==> src/rtl/bvtc_pkg.sv <==
// ----------------------------------------------------------------------------
// bvtc_pkg
// Types, constants and coefficient tables for the battery voltage and
// temperature converter.
// ----------------------------------------------------------------------------
package bvtc_pkg;

    localparam int SAMPLE_BITS  = 10;
    localparam int SEGMENT_BITS = 6;
    localparam int SEGMENTS     = 16;
    localparam int SEG_IDX_BITS = SAMPLE_BITS - SEGMENT_BITS;

    localparam int MV_W   = 13;
    localparam int CHG_W  = 8;
    localparam int TEMP_W = 9;

    // Millivolts are sample * 1525 / 281, the reduced form of 7625 / 1405.
    localparam int VOLT_MUL    = 1525;
    localparam int VOLT_RECIP  = 1910573;
    localparam int VOLT_SHIFT  = 29;
    localparam int VPROD_W     = 21;
    localparam int VRECIP_W    = 21;
    localparam int VQ_W        = VPROD_W + VRECIP_W;

    localparam int SOC_BASE_MV = 3000;
    localparam int SOC_RECIP   = 2731;
    localparam int SOC_SHIFT   = 15;
    localparam int SOC_DIFF_W  = 12;
    localparam int SOC_RECIP_W = 12;
    localparam int SOC_PROD_W  = SOC_DIFF_W + SOC_RECIP_W;
    localparam int SOC_Q_W     = SOC_PROD_W - SOC_SHIFT;

    localparam int FRAC_BITS = 10;
    localparam int BASE_W    = 19;
    localparam int SLOPE_W   = 11;
    localparam int SPROD_W   = SLOPE_W + SEGMENT_BITS + 1;
    localparam int ACC_W     = 20;

    typedef logic [SAMPLE_BITS-1:0] sample_t;

    typedef struct packed {
        logic    is_temp;
        logic    mux_next;
        sample_t sample;
    } item_t;

    function automatic logic signed [BASE_W-1:0] seg_base(input logic [SEG_IDX_BITS-1:0] idx);
        logic signed [BASE_W-1:0] v;
        case (idx)
            4'd0:    v = 19'sd184320;
            4'd1:    v = 19'sd141626;
            4'd2:    v = 19'sd106309;
            4'd3:    v = 19'sd87178;
            4'd4:    v = 19'sd73914;
            4'd5:    v = 19'sd63602;
            4'd6:    v = 19'sd55016;
            4'd7:    v = 19'sd47525;
            4'd8:    v = 19'sd40752;
            4'd9:    v = 19'sd34449;
            4'd10:   v = 19'sd28431;
            4'd11:   v = 19'sd22547;
            4'd12:   v = 19'sd16652;
            4'd13:   v = 19'sd10591;
            4'd14:   v = 19'sd4159;
            default: v = -19'sd2948;
        endcase
        return v;
    endfunction

    function automatic logic signed [SLOPE_W-1:0] seg_slope(input logic [SEG_IDX_BITS-1:0] idx);
        logic signed [SLOPE_W-1:0] v;
        case (idx)
            4'd0:    v = -11'sd800;
            4'd1:    v = -11'sd552;
            4'd2:    v = -11'sd299;
            4'd3:    v = -11'sd207;
            4'd4:    v = -11'sd161;
            4'd5:    v = -11'sd134;
            4'd6:    v = -11'sd117;
            4'd7:    v = -11'sd106;
            4'd8:    v = -11'sd98;
            4'd9:    v = -11'sd94;
            4'd10:   v = -11'sd92;
            4'd11:   v = -11'sd92;
            4'd12:   v = -11'sd95;
            4'd13:   v = -11'sd101;
            4'd14:   v = -11'sd111;
            default: v = 11'sd0;
        endcase
        return v;
    endfunction

endpackage

==> src/rtl/battery_voltage_temp_adc_converter.sv <==
// ----------------------------------------------------------------------------
// battery_voltage_temp_adc_converter
// Converts alternating battery and thermistor ADC samples into held
// millivolt, charge and temperature readings.
// ----------------------------------------------------------------------------
// Each accepted sample yields one result word, one sample per clock cycle
// sustained while m_ready keeps the pipeline advancing, passing through
// the three conversion stages (voltage multiply, reciprocal division and
// segment interpolation, then the charge divide). A two-entry queue sits in
// front of the pipeline, so s_ready stays high for up to two more samples
// while a finished word waits, and then drops until m_ready takes the word.
// The mux level starts at 0 and toggles with every sample; a sample is
// treated as battery voltage when that level equals the cfg_data register.
module battery_voltage_temp_adc_converter (
    input  logic                                aclk,
    input  logic                                aresetn,
    input  logic                                s_valid,
    output logic                                s_ready,
    input  logic [bvtc_pkg::SAMPLE_BITS-1:0]    s_raw_sample,
    input  logic                                cfg_valid,
    output logic                                cfg_ready,
    input  logic                                cfg_data,
    output logic                                m_valid,
    input  logic                                m_ready,
    output logic                                m_channel_read,
    output logic                                m_mux_next,
    output logic [bvtc_pkg::MV_W-1:0]           m_voltage_mv,
    output logic [bvtc_pkg::CHG_W-1:0]          m_charge_percent,
    output logic signed [bvtc_pkg::TEMP_W-1:0]  m_temperature_deg
);
    import bvtc_pkg::*;

    logic  q_push;
    logic  q_full;
    logic  q_pop;
    logic  q_empty;
    item_t q_push_data;
    item_t q_pop_data;

    bvtc_front u_front (
        .aclk         (aclk),
        .aresetn      (aresetn),
        .s_valid      (s_valid),
        .s_ready      (s_ready),
        .s_raw_sample (s_raw_sample),
        .cfg_valid    (cfg_valid),
        .cfg_ready    (cfg_ready),
        .cfg_data     (cfg_data),
        .q_full       (q_full),
        .q_push       (q_push),
        .q_push_data  (q_push_data)
    );

    bvtc_queue u_queue (
        .aclk      (aclk),
        .aresetn   (aresetn),
        .push      (q_push),
        .push_data (q_push_data),
        .full      (q_full),
        .pop       (q_pop),
        .pop_data  (q_pop_data),
        .empty     (q_empty)
    );

    bvtc_back u_back (
        .aclk              (aclk),
        .aresetn           (aresetn),
        .q_data            (q_pop_data),
        .q_empty           (q_empty),
        .q_pop             (q_pop),
        .m_valid           (m_valid),
        .m_ready           (m_ready),
        .m_channel_read    (m_channel_read),
        .m_mux_next        (m_mux_next),
        .m_voltage_mv      (m_voltage_mv),
        .m_charge_percent  (m_charge_percent),
        .m_temperature_deg (m_temperature_deg)
    );

endmodule

==> src/rtl/bvtc_front.sv <==
// ----------------------------------------------------------------------------
// bvtc_front
// Accepts samples, tags each one with the channel it came from and the next
// mux level, and holds the channel select register.
// ----------------------------------------------------------------------------
module bvtc_front (
    input  logic                      aclk,
    input  logic                      aresetn,
    input  logic                      s_valid,
    output logic                      s_ready,
    input  logic [bvtc_pkg::SAMPLE_BITS-1:0] s_raw_sample,
    input  logic                      cfg_valid,
    output logic                      cfg_ready,
    input  logic                      cfg_data,
    input  logic                      q_full,
    output logic                      q_push,
    output bvtc_pkg::item_t           q_push_data
);
    import bvtc_pkg::*;

    logic mux_level_reg;
    logic mux_level_next;
    logic volt_sel_reg;
    logic volt_sel_next;
    logic is_temp;

    assign s_ready   = !q_full;
    assign cfg_ready = 1'b1;
    assign q_push    = s_valid && s_ready;
    assign is_temp   = (mux_level_reg != volt_sel_reg);

    always_comb begin
        mux_level_next = q_push ? !mux_level_reg : mux_level_reg;
        volt_sel_next  = (cfg_valid && cfg_ready) ? cfg_data : volt_sel_reg;
    end

    assign q_push_data.is_temp  = is_temp;
    assign q_push_data.mux_next = !mux_level_reg;
    assign q_push_data.sample   = s_raw_sample;

    always_ff @(posedge aclk) begin
        if (!aresetn) begin
            mux_level_reg <= 1'b0;
            volt_sel_reg  <= 1'b0;
        end else begin
            mux_level_reg <= mux_level_next;
            volt_sel_reg  <= volt_sel_next;
        end
    end

endmodule

==> src/rtl/bvtc_queue.sv <==
// ----------------------------------------------------------------------------
// bvtc_queue
// Two-entry queue that decouples sample acceptance from the conversion
// pipeline.
// ----------------------------------------------------------------------------
module bvtc_queue (
    input  logic            aclk,
    input  logic            aresetn,
    input  logic            push,
    input  bvtc_pkg::item_t push_data,
    output logic            full,
    input  logic            pop,
    output bvtc_pkg::item_t pop_data,
    output logic            empty
);
    import bvtc_pkg::*;

    item_t      entry_reg [2];
    logic       wr_ptr_reg;
    logic       wr_ptr_next;
    logic       rd_ptr_reg;
    logic       rd_ptr_next;
    logic [1:0] count_reg;
    logic [1:0] count_next;

    assign full     = (count_reg == 2'd2);
    assign empty    = (count_reg == 2'd0);
    assign pop_data = entry_reg[rd_ptr_reg];

    always_comb begin
        wr_ptr_next = push ? !wr_ptr_reg : wr_ptr_reg;
        rd_ptr_next = pop ? !rd_ptr_reg : rd_ptr_reg;
        count_next  = count_reg;
        if (push && !pop) begin
            count_next = count_reg + 2'd1;
        end else if (pop && !push) begin
            count_next = count_reg - 2'd1;
        end
    end

    always_ff @(posedge aclk) begin
        if (push) begin
            entry_reg[wr_ptr_reg] <= push_data;
        end
    end

    always_ff @(posedge aclk) begin
        if (!aresetn) begin
            wr_ptr_reg <= 1'b0;
            rd_ptr_reg <= 1'b0;
            count_reg  <= 2'd0;
        end else begin
            wr_ptr_reg <= wr_ptr_next;
            rd_ptr_reg <= rd_ptr_next;
            count_reg  <= count_next;
        end
    end

endmodule

==> src/rtl/bvtc_back.sv <==
// ----------------------------------------------------------------------------
// bvtc_back
// Three-stage conversion pipeline: millivolts and charge for the battery
// channel, piecewise-linear temperature for the thermistor channel, and the
// held readings that form each result word.
// ----------------------------------------------------------------------------
module bvtc_back (
    input  logic                              aclk,
    input  logic                              aresetn,
    input  bvtc_pkg::item_t                   q_data,
    input  logic                              q_empty,
    output logic                              q_pop,
    output logic                              m_valid,
    input  logic                              m_ready,
    output logic                              m_channel_read,
    output logic                              m_mux_next,
    output logic [bvtc_pkg::MV_W-1:0]         m_voltage_mv,
    output logic [bvtc_pkg::CHG_W-1:0]        m_charge_percent,
    output logic signed [bvtc_pkg::TEMP_W-1:0] m_temperature_deg
);
    import bvtc_pkg::*;

    logic advance;

    logic                      s1_valid_reg;
    logic                      s1_is_temp_reg;
    logic                      s1_mux_reg;
    logic [VPROD_W-1:0]        s1_vprod_reg;
    logic signed [BASE_W-1:0]  s1_base_reg;
    logic signed [SPROD_W-1:0] s1_sprod_reg;

    logic                      s2_valid_reg;
    logic                      s2_is_temp_reg;
    logic                      s2_mux_reg;
    logic [MV_W-1:0]           s2_mv_reg;
    logic signed [TEMP_W-1:0]  s2_temp_reg;

    logic                      out_valid_reg;
    logic                      chan_reg;
    logic                      mux_next_reg;
    logic [MV_W-1:0]           held_voltage_reg;
    logic [CHG_W-1:0]          held_charge_reg;
    logic signed [TEMP_W-1:0]  held_temp_reg;

    logic [SEG_IDX_BITS-1:0]   seg_idx;
    logic [SEGMENT_BITS-1:0]   seg_off;
    logic [VQ_W-1:0]           volt_q;
    logic [MV_W-1:0]           mv_value;
    logic signed [ACC_W-1:0]   acc;
    logic [ACC_W-1:0]          acc_mag;
    logic [TEMP_W-1:0]         deg_mag;
    logic [TEMP_W-1:0]         temp_value;
    logic                      below_base;
    logic [SOC_DIFF_W-1:0]     soc_diff;
    logic [SOC_PROD_W-1:0]     soc_prod;
    logic [SOC_Q_W-1:0]        soc_q;
    logic [CHG_W-1:0]          charge_value;

    assign advance = !out_valid_reg || m_ready;
    assign q_pop   = advance && !q_empty;

    assign seg_idx = q_data.sample[SAMPLE_BITS-1:SEGMENT_BITS];
    assign seg_off = q_data.sample[SEGMENT_BITS-1:0];

    always_comb begin
        volt_q   = VQ_W'(s1_vprod_reg) * VQ_W'(VOLT_RECIP);
        mv_value = volt_q[VOLT_SHIFT +: MV_W];

        acc        = ACC_W'(s1_base_reg) + ACC_W'(s1_sprod_reg);
        acc_mag    = acc[ACC_W-1] ? ACC_W'(-acc) : ACC_W'(acc);
        deg_mag    = acc_mag[FRAC_BITS +: TEMP_W];
        temp_value = acc[ACC_W-1] ? TEMP_W'(-deg_mag) : deg_mag;

        below_base   = (s2_mv_reg < MV_W'(SOC_BASE_MV));
        soc_diff     = SOC_DIFF_W'(s2_mv_reg - MV_W'(SOC_BASE_MV));
        soc_prod     = SOC_PROD_W'(soc_diff) * SOC_PROD_W'(SOC_RECIP);
        soc_q        = soc_prod[SOC_SHIFT +: SOC_Q_W];
        charge_value = below_base ? '0
                     : ((soc_q > SOC_Q_W'(255)) ? 8'd255 : soc_q[CHG_W-1:0]);
    end

    always_ff @(posedge aclk) begin
        if (advance) begin
            s1_is_temp_reg <= q_data.is_temp;
            s1_mux_reg     <= q_data.mux_next;
            s1_vprod_reg   <= VPROD_W'(q_data.sample) * VPROD_W'(VOLT_MUL);
            s1_base_reg    <= seg_base(seg_idx);
            s1_sprod_reg   <= SPROD_W'(seg_slope(seg_idx)) * $signed({1'b0, seg_off});
            s2_is_temp_reg <= s1_is_temp_reg;
            s2_mux_reg     <= s1_mux_reg;
            s2_mv_reg      <= mv_value;
            s2_temp_reg    <= temp_value;
        end
    end

    always_ff @(posedge aclk) begin
        if (!aresetn) begin
            s1_valid_reg     <= 1'b0;
            s2_valid_reg     <= 1'b0;
            out_valid_reg    <= 1'b0;
            chan_reg         <= 1'b0;
            mux_next_reg     <= 1'b0;
            held_voltage_reg <= '0;
            held_charge_reg  <= 8'd255;
            held_temp_reg    <= '0;
        end else if (advance) begin
            s1_valid_reg  <= !q_empty;
            s2_valid_reg  <= s1_valid_reg;
            out_valid_reg <= s2_valid_reg;
            if (s2_valid_reg) begin
                chan_reg     <= s2_is_temp_reg;
                mux_next_reg <= s2_mux_reg;
                if (s2_is_temp_reg) begin
                    held_temp_reg <= s2_temp_reg;
                end else begin
                    held_voltage_reg <= s2_mv_reg;
                    held_charge_reg  <= charge_value;
                end
            end
        end
    end

    assign m_valid           = out_valid_reg;
    assign m_channel_read    = chan_reg;
    assign m_mux_next        = mux_next_reg;
    assign m_voltage_mv      = held_voltage_reg;
    assign m_charge_percent  = held_charge_reg;
    assign m_temperature_deg = held_temp_reg;

endmodule

==> config.mk <==
export PLATFORM = sky130hd
export DESIGN_NAME = battery_voltage_temp_adc_converter
export DESIGN_NICKNAME = d
export VERILOG_FILES = /design/src/rtl/bvtc_pkg.sv /design/src/rtl/battery_voltage_temp_adc_converter.sv /design/src/rtl/bvtc_front.sv /design/src/rtl/bvtc_queue.sv /design/src/rtl/bvtc_back.sv
export SDC_FILE = /design/constraint.sdc
export NUM_CORES = 1
export LEC_CHECK = 0
export BUFFER_PORTS_ARGS = -buffer_cell sky130_fd_sc_hd__buf_2
export CAP_MARGIN = 20
export CORE_ASPECT_RATIO = 0.9
export CORE_MARGIN = 3
export CORE_UTILIZATION = 25
export CTS_CLUSTER_DIAMETER = 100
export DETAILED_ROUTE_END_ITERATION = 12
export MAX_ROUTING_LAYER = met4
export PLACE_DENSITY_LB_ADDON = 0.25
export SLEW_MARGIN = 10
export SYNTH_ARGS = -nofsm -noshare
export SYNTH_HDL_FRONTEND = slang
export SYNTH_SLANG_ARGS = --single-unit
==> constraint.sdc <==
create_clock -name aclk -period 6.2 [get_ports aclk]
set_input_delay 0.62 -clock aclk [delete_from_list [all_inputs] [get_ports aclk]]
set_output_delay 0.62 -clock aclk [all_outputs]
set_load 0.01 [all_outputs]
==> flow_metrics.py <==
metrics = {
    "status": {
        "status": "finished, violations left",
        "violations": "setup timing",
    },
    "min_path": {
        "hold_path.startpoint": "s_raw_sample[9]",
        "hp-class": "input port to register",
    },
    "clock_network": {
        "cts_tree": "yes",
        "htree_levels": 4,
        "clk_latency_ns": 0.46,
        "clk_pin_slew_ns": 0.07,
        "cts_num_sinks": 150,
        "ctsHoldBuffers": 0,
        "ctsRootBufferMaster": "clkbuf_16",
        "cts_inserted_buffers": 17,
        "clockBufferDepth": 2,
    },
    "sta": {
        "timing.fmax_mhz": 159.1,
        "drv_slew": 0,
        "fin_tns_setup_ns": -0.2954,
        "min_period_over_period": 1.013,
        "max_slew_margin": 0.3998,
        "setup_slack_ns": -0.08363,
        "clock_skew_ns": 0.01465,
        "grt_setup_unrepaired": "true",
        "finalHoldViolations": 0,
        "min_period_ns": 6.284,
        "hold_slack_ns": 0.3461,
        "worstMarginPinSlew_ns": 0.8969,
        "setup_violations": 5,
    },
    "setup_path": {
        "critPathMaxFanout": 4,
        "crit_arrival_ns": 6.49,
        "criticalPathCategory": "register to register",
        "endpoint_kind": "register",
        "startpoint": "u_back.s1_vprod_reg[5]",
        "worstPathRequired_ns": 6.40,
        "worstSetupStartpointType": "register",
        "r2r-start": "u_back.s1_vprod_reg[5]",
    },
    "yosys": {
        "ys_types": 72,
        "synthArstFlopShare": 0,
        "synth_commonest_cells": "494 x inv_1, 421 x ha_1, 290 x fa_1",
        "synth.most_common_cell": "inv_1",
        "synth_top_area_cell": "fa_1",
        "ys_top_cells_by_area": "fa_1 27%, ha_1 24%, edfxtp_1 15%, inv_1 8.6%, dfxtp_1 3.9%",
        "syn_nets": 2856,
        "synth_area_per_cell_um2": 10.14,
        "synth_top_area_share": 0.2688,
        "syn_area_um2": 21600,
        "synthCells": 2129,
        "ys_warn_count": 0,
        "synth-edff-count": 108,
        "synth-seq-cells": 150,
        "ys_seq_area_frac": 0.1891,
        "ys.flop_type": "edfxtp_1",
    },
    "place": {
        "place_hpwl_mm": 43.55,
        "gp_congestion": 0.8440,
        "pre_cts_slack_ns": -0.4762,
        "io_buffers": 49,
    },
    "global_routing": {
        "grt_pass1_vias": 15710,
        "grt_overflow": 0,
        "grt_usage": 0.1199,
        "grt_max_degree": 46,
        "antenna_found_initial": 0,
        "grt_pass1_wl_mm": 83.44,
    },
    "detailed_routing": {
        "vias": 14740,
        "drc_errors": 0,
        "first_pass_iters": 5,
        "ant_nets": 0,
        "wl_mm": 50.43,
        "routed_via_density": 4.205,
        "first_iter_violations": 637,
        "wire_per_inst_um": 14.39,
    },
    "floorplanning": {
        "die_area_um2": 89960,
        "row_count": 101,
        "initial_core_util": 0.2540,
        "io_pins": 51,
        "fp.dieH_um": 284.8,
        "core_um2": 85050,
        "die_x_um": 315.8,
    },
    "final_layout": {
        "drive_gt1_frac": 0.1636,
        "fin_nets": 3085,
        "areaGrowthSynthToFinish_pct": 19.95,
        "largest_reg_flops": 24,
    },
    "job": {
        "cap_viol_max_count": 0,
    },
}
layer usage:
layer / GRT usage / vias up / share of wire
met4: 0.02158 / 0 / 0.0091
met3: 0.01948 / 19 / 0.034
met5: - / - / 0
li1: - / 7364 / -
met1: 0.1642 / 7170 / 0.50
met2: 0.1885 / 187 / 0.46
cell type report:
class,count,area (um^2)
Fill cell,8763,59140
Multi-Input combinational cell,1455,16220
Sequential cell,150,4085
Inverter,497,1869
Timing Repair Buffer,237,1714
Tap cell,1133,1418
Clock buffer,17,425.4
Clock inverter,15,170.2
Antenna cell,1,2.502
kinds of logic after synthesis:
| group | count (synthesis) | synth area share |
|---|---|---|
| adders and majority gates | 711 | 0.5127 |
| buffers and inverters | 524 | 0.09176 |
| and+or+nand+nor | 366 | 0.07716 |
| AOI/OAI and AO/OA | 255 | 0.07740 |
| DFF | 150 | 0.1891 |
| xor gates and xnor gates | 98 | 0.04038 |
| muxes | 24 | 0.01135 |
| other | 1 | 0.0001736 |
metrics by stage:
step / cells / instance area [um^2] / utilization
after detailed placement: 3449 / 24460 / 0.2876
after CTS: 3493 / 25500 / 0.2998
after global placement: 3449 / 24460 / 0.2876
after floorplan: 2129 / 21650 / -
after global routing: 3504 / 25900 / 0.3046
final: 3505 / 25910 / 0.3046
repair_timing:
item / CTS / global route
setup buffers: 12 / 11
cloned: 0 / 0
endpoints found under the setup margin: 9 / 25
resized for setup: 54 / 78
pin swaps: 77 / 30
worst paths after layout:
kind	end	slack (ns)	cells past startpoint
worst max-delay path	u_back.s2_mv_reg[11]	-0.08	24
worst min-delay path	u_queue.entry_reg[1][9]	0.35	1
worst max register to register	u_back.s2_mv_reg[11]	-0.08	24
worst min register to register	u_back.s2_is_temp_reg	0.43	0
cells in the final DEF, fill, tap and decap left out, drive strengths merged, types with 10 or more instances in the layout:
master,synthesis,final
xnor2,70,70
nand4,10,10
nand3,31,31
fa,290,290
inv,494,499
nor3,26,26
clkbuf,17,17
nor2,109,109
buf,10,237
nor2b,19,19
o21a,14,14
mux2i,20,20
dfxtp,42,42
ha,421,421
edfxtp,108,108
nand2,121,121
a31oi,10,10
xor2,27,27
o21bai,21,21
o21ai,47,47
and2,13,13
a21oi,72,72
a21boi,22,22
a21o,22,22
critical path, stage by stage, from the launching register on:
cell,delay (ns)
edfxtp_1,0.47
buf_4,0.18
fa_1,0.53
inv_1,0.05
fa_1,0.47
inv_1,0.05
fa_1,0.49
inv_2,0.04
fa_2,0.53
fa_1,0.42
inv_2,0.07
fa_1,0.44
ha_4,0.28
ha_4,0.28
nand3_4,0.07
o221ai_2,0.17
a21oi_2,0.08
o21ai_2,0.23
o21ai_2,0.11
a21oi_4,0.19
o2111ai_4,0.14
a31o_4,0.30
o211ai_1,0.21
a21oi_1,0.11
xnor2_1,0.13
Power is not shown: default switching activity piles up to over one toggle a cycle in this logic, so the estimate is an artifact.
